`src/rtl/core/oqks_pkg.sv`:
```
// ----------------------------------------------------------------------------
// Ordered queue with key search: shared types and constants
// Operation codes and the command and status structs between the
// controller and the datapath.
// ----------------------------------------------------------------------------
package oqks_pkg;

    localparam logic [2:0] OP_PUSH       = 3'd0;
    localparam logic [2:0] OP_POP        = 3'd1;
    localparam logic [2:0] OP_UPDATE_KEY = 3'd2;
    localparam logic [2:0] OP_REMOVE_NAME  = 3'd3;
    localparam logic [2:0] OP_REMOVE_TOPIC = 3'd4;
    localparam logic [2:0] OP_LIST_TOPIC   = 3'd5;

    typedef struct packed {
        logic load;       // capture the input transaction
        logic push;       // write the captured entry at the tail
        logic scan_start; // set the scan index to zero
        logic scan_next;  // advance the scan index
        logic update;     // rewrite topic and question at the scan index
        logic shift;      // copy the entry after the scan index down by one
        logic shrink;     // drop the tail slot and count a visit
    } t_cmd;

    typedef struct packed {
        logic scan_end;   // scan index has reached the fill count
        logic shift_end;  // scan index is at the last filled slot
        logic key_hit;
        logic name_hit;
        logic topic_hit;
        logic full;
        logic empty;
        logic name_empty;
    } t_status;

endpackage

```
`src/rtl/core/oqks_datapath.sv`:
```
// ----------------------------------------------------------------------------
// Ordered queue with key search: datapath
// Slot storage, the scan index, the match compares and the counters.
// ----------------------------------------------------------------------------
module oqks_datapath #(
    parameter int QUEUE_DEPTH = 16,
    parameter int NAME_BYTES  = 8,
    parameter int IDX_W       = 4,
    parameter int CNT_W       = 5
) (
    input  logic               i_clk,
    input  logic               i_rst_n,
    input  oqks_pkg::t_cmd     i_cmd,
    output oqks_pkg::t_status  o_status,
    input  logic [2:0]         i_operation,
    input  logic [30:0]        i_key,
    input  logic [63:0]        i_name,
    input  logic [3:0]         i_topic,
    input  logic [31:0]        i_question,
    output logic [2:0]         o_op,
    output logic [CNT_W-1:0]   o_fill,
    output logic [31:0]        o_visit,
    output logic [30:0]        o_cur_key,
    output logic [31:0]        o_cur_ticket
);

    logic [30:0] r_key [QUEUE_DEPTH];
    logic [63:0] r_name [QUEUE_DEPTH];
    logic [3:0]  r_topic [QUEUE_DEPTH];
    logic [31:0] r_question [QUEUE_DEPTH];
    logic [31:0] r_ticket [QUEUE_DEPTH];

    logic [2:0]  r_op;
    logic [30:0] r_in_key;
    logic [63:0] r_in_name;
    logic [3:0]  r_in_topic;
    logic [31:0] r_in_question;
    logic [CNT_W-1:0] r_fill;
    logic [CNT_W:0]   r_idx;
    logic [31:0] r_visit;

    logic [IDX_W-1:0] w_idx;
    logic [IDX_W-1:0] w_nxt;
    logic [IDX_W-1:0] w_tail;
    logic [63:0] w_in_mask;
    logic [63:0] w_slot_mask;
    logic [63:0] w_stored;

    assign w_idx  = r_idx[IDX_W-1:0];
    assign w_nxt  = IDX_W'(r_idx + 1'b1);
    assign w_tail = r_fill[IDX_W-1:0];

    always_comb begin
        logic run_in;
        logic run_slot;
        run_in   = 1'b1;
        run_slot = 1'b1;
        w_in_mask   = '0;
        w_slot_mask = '0;
        for (int b = 0; b < 8; b++) begin
            if (b < NAME_BYTES) begin
                run_in = run_in && (i_name[8*b +: 8] != 8'd0);
                if (run_in) begin
                    w_in_mask[8*b +: 8] = 8'hFF;
                end
                run_slot = run_slot && (r_name[w_idx][8*b +: 8] != 8'd0);
                if (run_slot) begin
                    w_slot_mask[8*b +: 8] = 8'hFF;
                end
            end
        end
        w_stored = i_name & w_in_mask;
    end

    always_ff @(posedge i_clk) begin
        if (!i_rst_n) begin
            r_fill  <= '0;
            r_visit <= '0;
            r_idx   <= '0;
            r_op    <= '0;
        end else begin
            if (i_cmd.load) begin
                r_op          <= i_operation;
                r_in_key      <= i_key;
                r_in_name     <= i_name;
                r_in_topic    <= i_topic;
                r_in_question <= i_question;
            end
            if (i_cmd.push) begin
                r_key[w_tail]      <= i_key;
                r_name[w_tail]     <= w_stored;
                r_topic[w_tail]    <= i_topic;
                r_question[w_tail] <= i_question;
                r_ticket[w_tail]   <= r_visit;
                r_fill  <= r_fill + 1'b1;
                r_visit <= r_visit + 32'd1;
            end
            if (i_cmd.scan_start) begin
                r_idx <= '0;
            end else if (i_cmd.scan_next) begin
                r_idx <= r_idx + 1'b1;
            end
            if (i_cmd.update) begin
                r_topic[w_idx]    <= r_in_topic;
                r_question[w_idx] <= r_in_question;
            end
            if (i_cmd.shift) begin
                r_key[w_idx]      <= r_key[w_nxt];
                r_name[w_idx]     <= r_name[w_nxt];
                r_topic[w_idx]    <= r_topic[w_nxt];
                r_question[w_idx] <= r_question[w_nxt];
                r_ticket[w_idx]   <= r_ticket[w_nxt];
            end
            if (i_cmd.shrink) begin
                r_fill  <= r_fill - 1'b1;
                r_visit <= r_visit + 32'd1;
            end
        end
    end

    always_comb begin
        o_status.scan_end   = (r_idx >= (CNT_W+1)'(r_fill));
        o_status.shift_end  = ((r_idx + 1'b1) >= (CNT_W+1)'(r_fill));
        o_status.key_hit    = (r_key[w_idx] == r_in_key);
        o_status.name_hit   = ((r_in_name & w_slot_mask) == r_name[w_idx]);
        o_status.topic_hit  = (r_topic[w_idx] == r_in_topic)
                              && (r_question[w_idx] == r_in_question);
        o_status.full       = (r_fill >= CNT_W'(QUEUE_DEPTH));
        o_status.empty      = (r_fill == '0);
        o_status.name_empty = (i_name[7:0] == 8'd0);
    end

    assign o_op         = r_op;
    assign o_fill       = r_fill;
    assign o_visit      = r_visit;
    assign o_cur_key    = r_key[w_idx];
    assign o_cur_ticket = r_ticket[w_idx];

endmodule

```
`src/rtl/core/oqks_ctrl.sv`:
```
// ----------------------------------------------------------------------------
// Ordered queue with key search: controller
// Sequences scans, gap closing and result transactions for each operation.
// ----------------------------------------------------------------------------
module oqks_ctrl #(
    parameter int CNT_W = 5
) (
    input  logic              i_clk,
    input  logic              i_rst_n,
    input  logic              i_valid,
    output logic              o_ready,
    input  logic [2:0]        i_operation,
    output oqks_pkg::t_cmd    o_cmd,
    input  oqks_pkg::t_status i_status,
    input  logic [2:0]        i_op,
    input  logic [CNT_W-1:0]  i_fill,
    input  logic [31:0]       i_visit,
    input  logic [30:0]       i_cur_key,
    input  logic [31:0]       i_cur_ticket,
    output logic              o_valid,
    input  logic              i_ready,
    output logic              o_status,
    output logic [4:0]        o_occupancy,
    output logic [31:0]       o_visited,
    output logic              o_in_progress,
    output logic              o_match_valid,
    output logic [30:0]       o_match_key,
    output logic [31:0]       o_match_ticket,
    output logic              o_last
);

    typedef enum logic [2:0] {
        S_IDLE, S_SCAN, S_SHIFT, S_REPORT, S_HOLD, S_DONE
    } t_state;

    t_state r_state, n_state;
    logic   r_ok, n_ok;
    logic   r_pkey_vld, n_pkey_vld;
    logic [30:0] r_pkey, n_pkey;
    logic [31:0] r_ptkt, n_ptkt;
    logic   r_fail, n_fail;
    logic   r_tkt_sel, n_tkt_sel;
    logic [31:0] r_tkt, n_tkt;

    always_comb begin
        o_cmd      = '0;
        n_state    = r_state;
        n_ok       = r_ok;
        n_pkey_vld = r_pkey_vld;
        n_pkey     = r_pkey;
        n_ptkt     = r_ptkt;
        n_fail     = r_fail;
        n_tkt_sel  = r_tkt_sel;
        n_tkt      = r_tkt;
        case (r_state)
            S_IDLE: begin
                if (i_valid) begin
                    o_cmd.load       = 1'b1;
                    o_cmd.scan_start = 1'b1;
                    n_ok       = 1'b0;
                    n_pkey_vld = 1'b0;
                    n_fail     = 1'b1;
                    n_tkt_sel  = 1'b0;
                    case (i_operation)
                        oqks_pkg::OP_PUSH: begin
                            if (!i_status.name_empty && !i_status.full) begin
                                o_cmd.push = 1'b1;
                                n_fail     = 1'b0;
                                n_tkt_sel  = 1'b1;
                                n_tkt      = i_visit;
                            end
                            n_state = S_DONE;
                        end
                        oqks_pkg::OP_POP: begin
                            if (!i_status.empty) begin
                                n_fail  = 1'b0;
                                n_state = S_SHIFT;
                            end else begin
                                n_state = S_DONE;
                            end
                        end
                        oqks_pkg::OP_UPDATE_KEY, oqks_pkg::OP_REMOVE_NAME,
                        oqks_pkg::OP_REMOVE_TOPIC, oqks_pkg::OP_LIST_TOPIC: begin
                            n_state = S_SCAN;
                        end
                        default: begin
                            n_state = S_DONE;
                        end
                    endcase
                end
            end
            S_SCAN: begin
                if (i_status.scan_end) begin
                    case (i_op)
                        oqks_pkg::OP_REMOVE_TOPIC: n_fail = !r_ok;
                        oqks_pkg::OP_LIST_TOPIC:   n_fail = 1'b0;
                        default:                   n_fail = 1'b1;
                    endcase
                    n_state = (i_op == oqks_pkg::OP_LIST_TOPIC) ? S_REPORT : S_DONE;
                end else begin
                    case (i_op)
                        oqks_pkg::OP_UPDATE_KEY: begin
                            if (i_status.key_hit) begin
                                o_cmd.update = 1'b1;
                                n_fail  = 1'b0;
                                n_state = S_DONE;
                            end else begin
                                o_cmd.scan_next = 1'b1;
                            end
                        end
                        oqks_pkg::OP_REMOVE_NAME: begin
                            if (i_status.name_hit) begin
                                n_fail  = 1'b0;
                                n_state = S_SHIFT;
                            end else begin
                                o_cmd.scan_next = 1'b1;
                            end
                        end
                        oqks_pkg::OP_REMOVE_TOPIC: begin
                            if (i_status.topic_hit) begin
                                n_ok    = 1'b1;
                                n_state = S_SHIFT;
                            end else begin
                                o_cmd.scan_next = 1'b1;
                            end
                        end
                        default: begin
                            if (i_status.topic_hit && r_pkey_vld) begin
                                n_state = S_HOLD;
                            end else begin
                                o_cmd.scan_next = 1'b1;
                                if (i_status.topic_hit) begin
                                    n_pkey_vld = 1'b1;
                                    n_pkey     = i_cur_key;
                                    n_ptkt     = i_cur_ticket;
                                end
                            end
                        end
                    endcase
                end
            end
            S_SHIFT: begin
                if (i_status.shift_end) begin
                    o_cmd.shrink = 1'b1;
                    if (i_op == oqks_pkg::OP_REMOVE_TOPIC) begin
                        o_cmd.scan_start = 1'b1;
                        n_state = S_SCAN;
                    end else begin
                        n_state = S_DONE;
                    end
                end else begin
                    o_cmd.shift     = 1'b1;
                    o_cmd.scan_next = 1'b1;
                end
            end
            S_HOLD: begin
                if (!r_valid || i_ready) begin
                    o_cmd.scan_next = 1'b1;
                    n_pkey  = i_cur_key;
                    n_ptkt  = i_cur_ticket;
                    n_state = S_SCAN;
                end
            end
            S_REPORT, S_DONE: begin
                if (!r_valid || i_ready) begin
                    n_state = S_IDLE;
                end
            end
            default: begin
                n_state = S_IDLE;
            end
        endcase
    end

    // Result register: shown while r_valid, replaced only after acceptance.
    logic r_valid;
    logic w_emit;
    logic w_emit_prev;
    assign w_emit      = (r_state == S_REPORT || r_state == S_DONE) && (!r_valid || i_ready);
    assign w_emit_prev = (r_state == S_HOLD) && (!r_valid || i_ready);

    always_ff @(posedge i_clk) begin
        if (!i_rst_n) begin
            r_state    <= S_IDLE;
            r_valid    <= 1'b0;
            r_ok       <= 1'b0;
            r_pkey_vld <= 1'b0;
            r_fail     <= 1'b0;
            r_tkt_sel  <= 1'b0;
        end else begin
            r_state    <= n_state;
            r_ok       <= n_ok;
            r_pkey_vld <= n_pkey_vld;
            r_pkey     <= n_pkey;
            r_ptkt     <= n_ptkt;
            r_fail     <= n_fail;
            r_tkt_sel  <= n_tkt_sel;
            r_tkt      <= n_tkt;
            if (w_emit_prev) begin
                r_valid        <= 1'b1;
                o_status       <= 1'b0;
                o_match_valid  <= 1'b1;
                o_match_key    <= r_pkey;
                o_match_ticket <= r_ptkt;
                o_last         <= 1'b0;
                o_occupancy    <= 5'(i_fill);
                o_visited      <= i_visit;
                o_in_progress  <= (i_fill != '0);
            end else if (w_emit) begin
                r_valid       <= 1'b1;
                o_status      <= r_fail;
                o_last        <= 1'b1;
                o_occupancy   <= 5'(i_fill);
                o_visited     <= i_visit;
                o_in_progress <= (i_fill != '0);
                if (r_state == S_REPORT && r_pkey_vld) begin
                    o_match_valid  <= 1'b1;
                    o_match_key    <= r_pkey;
                    o_match_ticket <= r_ptkt;
                end else begin
                    o_match_valid  <= 1'b0;
                    o_match_key    <= '0;
                    o_match_ticket <= r_tkt_sel ? r_tkt : 32'd0;
                end
            end else if (r_valid && i_ready) begin
                r_valid <= 1'b0;
            end
        end
    end

    assign o_ready = (r_state == S_IDLE);
    assign o_valid = r_valid;

endmodule

```
`src/rtl/core/ordered_queue_with_key_search_core.sv`:
```
// Push and undefined codes go straight to the result; searches walk the filled slots;
// removals that close a gap also move each later slot down by one, and remove-by-topic
// rescans from slot zero after each removal. One operation at a time; the slot scan
// is the limiting loop. A listing gives one result per match, or one if none match.
// Reset (synchronous, active low) empties the queue and clears the visit count.
// ----------------------------------------------------------------------------
// Ordered queue with key search: top level
// Bounded ordered queue with push, pop, search, update and removal.
// ----------------------------------------------------------------------------
module ordered_queue_with_key_search_core #(
    parameter int QUEUE_DEPTH = 16,
    parameter int NAME_BYTES  = 8
) (
    input  logic        i_clk,
    input  logic        i_rst_n,
    input  logic        i_valid,
    output logic        o_ready,
    input  logic [2:0]  i_operation,
    input  logic [30:0] i_key,
    input  logic [63:0] i_name,
    input  logic [3:0]  i_topic,
    input  logic [31:0] i_question,
    output logic        o_valid,
    input  logic        i_ready,
    output logic        o_status,
    output logic [4:0]  o_occupancy,
    output logic [31:0] o_visited,
    output logic        o_in_progress,
    output logic        o_match_valid,
    output logic [30:0] o_match_key,
    output logic [31:0] o_match_ticket,
    output logic        o_last
);

    localparam int IDX_W = $clog2(QUEUE_DEPTH);
    localparam int CNT_W = $clog2(QUEUE_DEPTH + 1);

    oqks_pkg::t_cmd    w_cmd;
    oqks_pkg::t_status w_status;
    logic [2:0]        w_op;
    logic [CNT_W-1:0]  w_fill;
    logic [31:0]       w_visit;
    logic [30:0]       w_cur_key;
    logic [31:0]       w_cur_ticket;

    oqks_datapath #(
        .QUEUE_DEPTH(QUEUE_DEPTH),
        .NAME_BYTES (NAME_BYTES),
        .IDX_W      (IDX_W),
        .CNT_W      (CNT_W)
    ) u_datapath (
        .i_clk       (i_clk),
        .i_rst_n     (i_rst_n),
        .i_cmd       (w_cmd),
        .o_status    (w_status),
        .i_operation (i_operation),
        .i_key       (i_key),
        .i_name      (i_name),
        .i_topic     (i_topic),
        .i_question  (i_question),
        .o_op        (w_op),
        .o_fill      (w_fill),
        .o_visit     (w_visit),
        .o_cur_key   (w_cur_key),
        .o_cur_ticket(w_cur_ticket)
    );

    oqks_ctrl #(
        .CNT_W(CNT_W)
    ) u_ctrl (
        .i_clk         (i_clk),
        .i_rst_n       (i_rst_n),
        .i_valid       (i_valid),
        .o_ready       (o_ready),
        .i_operation   (i_operation),
        .o_cmd         (w_cmd),
        .i_status      (w_status),
        .i_op          (w_op),
        .i_fill        (w_fill),
        .i_visit       (w_visit),
        .i_cur_key     (w_cur_key),
        .i_cur_ticket  (w_cur_ticket),
        .o_valid       (o_valid),
        .i_ready       (i_ready),
        .o_status      (o_status),
        .o_occupancy   (o_occupancy),
        .o_visited     (o_visited),
        .o_in_progress (o_in_progress),
        .o_match_valid (o_match_valid),
        .o_match_key   (o_match_key),
        .o_match_ticket(o_match_ticket),
        .o_last        (o_last)
    );

endmodule

```
`config.mk`:
```
export PLATFORM = sky130hd
export DESIGN_NAME = ordered_queue_with_key_search_core
export DESIGN_NICKNAME = d
export VERILOG_FILES = /design/src/rtl/core/oqks_pkg.sv /design/src/rtl/core/oqks_datapath.sv /design/src/rtl/core/oqks_ctrl.sv /design/src/rtl/core/ordered_queue_with_key_search_core.sv
export SDC_FILE = /design/constraint.sdc
export NUM_CORES = 2
export LEC_CHECK = 0
export ABC_AREA = 0
export ABC_CLOCK_PERIOD_IN_PS = 14800
export BUFFER_PORTS_ARGS = -buffer_cell sky130_fd_sc_hd__buf_4
export CAP_MARGIN = 20
export CORE_MARGIN = 4
export CORE_UTILIZATION = 45
export CTS_CLUSTER_DIAMETER = 150
export CTS_CLUSTER_SIZE = 25
export DETAILED_ROUTE_END_ITERATION = 8
export SLEW_MARGIN = 20
export SYNTH_ARGS = -nofsm -noshare
export SYNTH_HDL_FRONTEND = slang
export SYNTH_SLANG_ARGS = --single-unit
```
`constraint.sdc`:
```
create_clock -name i_clk -period 14.8 [get_ports i_clk]
set_input_delay 2.22 -clock i_clk [delete_from_list [all_inputs] [get_ports i_clk]]
set_output_delay 2.22 -clock i_clk [all_outputs]
set_load 0.01 [all_outputs]
```
==> impl_metrics.ini <==
[status]
status = complete, no violations

[global_routing]
overflow = 0
grtUsageTotal = 0.246
grt_max_degree = 137
grt_pass1_vias = 75100
grt_pass1_wl_mm = 560
antenna_found_initial = 25

[clock_tree]
clock_sinks = 2996
worstSkewPairLatency_ps = 870
post-cts-setup-buffer-count = 0
htree_levels = 4
cts_buffer_depth = 4
post_cts_resized = 0
cts_root_buf = clkbuf_16
cts_hold_buf = 0
cts_buffers = 142
clk_pin_slew_worst_paths_ps = 110
cts_tree = yes

[finish]
seqCellArea_mm2 = 0.0894
instances_no_fill = 11000
drive_gt1_frac = 0.326
area_growth_pct = 8.11
multi_input_area_mm2 = 0.0453
n_fill_cell = 24300
fin_area_mm2 = 0.148
fin_nets = 7086
fin_util = 0.488

[worst_setup_path]
crit_family = simple AND/OR/NAND/NOR gates
cp_slowest_cell = dfxtp_4
ff2ff_path_depth = 16
crit_chain = buf_4 > buf_4 > mux4_2 > mux4_2 > xor2_1 > nor4_1 > nand4_1 > nor4_2 > buf_4 > and4_2 > or2_2 > mux2i_1 > a32o_1 > inv_1 > nor2_4 > buf_4
cp-start-kind = flop
crit_top_cell = buf_4
r2r_slack_ps = 5820
cp.arrival_ps = 9500
critPathMaxStageDelay_ps = 830
rr_endpoint = u_datapath.r_question[6][27]
path_max_fanout = 56
crit_type = flop to flop
worst-path-buf-inv = 5
crit_cells = 16
critPathRequiredTime_ps = 15320
endpoint = u_datapath.r_question[6][27]
worstSetupEndpointType = flop

[job]
maxCapViolCount = 0

[synth]
syn_nets = 6926
ys_ff_latch = 2996
synth_most_common_cell = edfxtp_1
synthTopCellsByCount = edfxtp_1, mux4_2, nand2_1
netlist_area_mm2 = 0.137
synth_edf_count = 2938
synth_area_leaders = edfxtp_1, mux4_2, nand2_1
ys_seq_area_frac = 0.654
synth_top_cell_area_share = 0.646
yosysUniqueCellTypes = 86
synth_top_area_cell = edfxtp_1
yosysWarnings = 0
async_reset_ff_frac = 0
syn_avg_cell_area_um2 = 20.2
netlist_instances = 6771
synthFlopType = edfxtp_1

[floorplanning]
die_x_um = 559
die-area_mm2 = 0.312
die_h_um = 559
start_util = 0.451
rows = 202
ios = 244
core_mm2 = 0.303

[sta]
final.setup.tns_ps = 0
fin_crit_sh = 0.607
max_freq_ghz = 0.111
max-slew-margin-rel = 0.240
final.min_clock_period_ps = 8980
tightest_slew_ps = 1140
fin_skew_ps = 55.5
final_hold_viol_count = 0
finalSetupViolCount = 0
rsz0062_at_grt = false
whs_ps = 491
final-max-slew-violation-count = 0

[placement]
gp_congestion = 0.816
placed_cells = 10800
dpl_cell_area_mm2 = 0.144
dpl.hpwl_mm = 219
io_buffer_count = 243

[pwr]
vdd.ir_drop.worst_mv = 0.0947
p_leak_nw = 44.6
power_density_mw_per_mm2 = 110

[detailed_routing]
initialDrtViolationCount = 9145
vias = 73700
drtAntennaViolNets = 0
remaining_drc_errors = 0
wirelength_mm = 391
drt_pre_antenna_iters = 6
via_per_inst = 6.72
wl_per_cell_um = 35.7

[hold_path]
hp-class = flop to flop
==> registers in the layout, indices dropped and copies added, names as in the netlist, 6 cells and up, named ones only <==
name	count
u_datapath.o_visit	32
u_datapath.r_ticket	512
u_datapath.r_idx	6
u_ctrl.r_ptkt	32
u_ctrl.r_tkt	32
u_datapath.r_key	496
u_datapath.r_name	1024
u_datapath.r_topic	64
u_ctrl.o_visited	32
u_ctrl.o_match_ticket	32
u_datapath.r_question	512
u_ctrl.r_pkey	31
u_datapath.r_in_question	32
u_datapath.r_in_key	31
u_datapath.r_in_name	64
u_ctrl.o_match_key	31
==> per-layer routing <==
layer	up-vias	track usage	share of wire
met1	40500	0.351	0.41
met4	6	0.0643	0.028
met2	3669	0.396	0.48
met3	539	0.0416	0.081
met5	-	0	0.00012
li1	29000	-	-
==> worst min path at each step <==
stage	startpoint	to	slack, ps	cells past startpoint
finish	u_datapath.o_op[1]	u_datapath.o_op[1]	490	2
CTS	u_datapath.o_op[1]	u_datapath.o_op[1]	490	2
floorplan	u_datapath.o_fill[4]	u_ctrl.o_occupancy[4]	430	0
global placement	u_datapath.o_op[1]	u_datapath.o_op[1]	470	2
global route	u_datapath.o_visit[17]	u_ctrl.o_visited[17]	540	0
detailed placement	u_datapath.o_op[1]	u_datapath.o_op[1]	470	2
==> cell type report <==
class / count / share of cell area
multi-input cells: 3277 / 0.307
inverters: 33 / 0.000890
clock buffers: 176 / 0.0257
diodes: 14 / 0.000237
well taps: 3978 / 0.0337
flip-flops and latches: 2996 / 0.606
clock inverters: 10 / 0.000695
repair buffers: 481 / 0.0266
==> tightest hold or removal path: stages (launching register included) <==
cell and delay, ps:
dfxtp_1 340, nand2_1 60, a21oi_1 60
==> power breakdown <==
group / switching, W / internal (W) / total, W
Sequential: 0.0000952 / 0.00942 / 0.00951
Combinational: 0.00118 / 0.00110 / 0.00227
Clock: 0.00264 / 0.00183 / 0.00447
Total: 0.00391 / 0.0123 / 0.0163
==> cell usage in the layout (no fill, tap or decap), types with 33 or more instances in the layout <==
cell	n
xor2_1	76
mux2i_1	155
a22oi_1	47
dfxtp_1	53
xnor2_1	45
nor2_1	120
clkbuf_16	147
buf_4	454
mux4_2	1528
and2_1	47
nor2_4	33
nand2_1	539
a21oi_1	47
o21ai_0	141
edfxtp_1	2938
nand3_1	60
==> per-stage QoR <==
step | power, W | setup WS, ps
finish | 0.0163 | 5820
CTS | 0.0164 | 5870
global placement | 0.0120 | 5860
floorplan | 0.0114 | 3780
global route | 0.0168 | 5740
detailed placement | 0.0120 | 5880
==> cells by family (layout without fill, tap and decap cells) <==
logic type                 count (synthesis)  in the layout  synth area share
DFF                                     2996           2996             0.654
and+or+nand+nor                         1012           1012            0.0338
muxes                                   1706           1706             0.265
adders and majority gates                 17             17           0.00161
AOI/OAI and AO/OA                        420            420            0.0202
buffers and inverters                    498            700            0.0167
other                                      0             14                 0
xor gates and xnor gates                 122            122           0.00782
(Power assumes the default switching activity.)
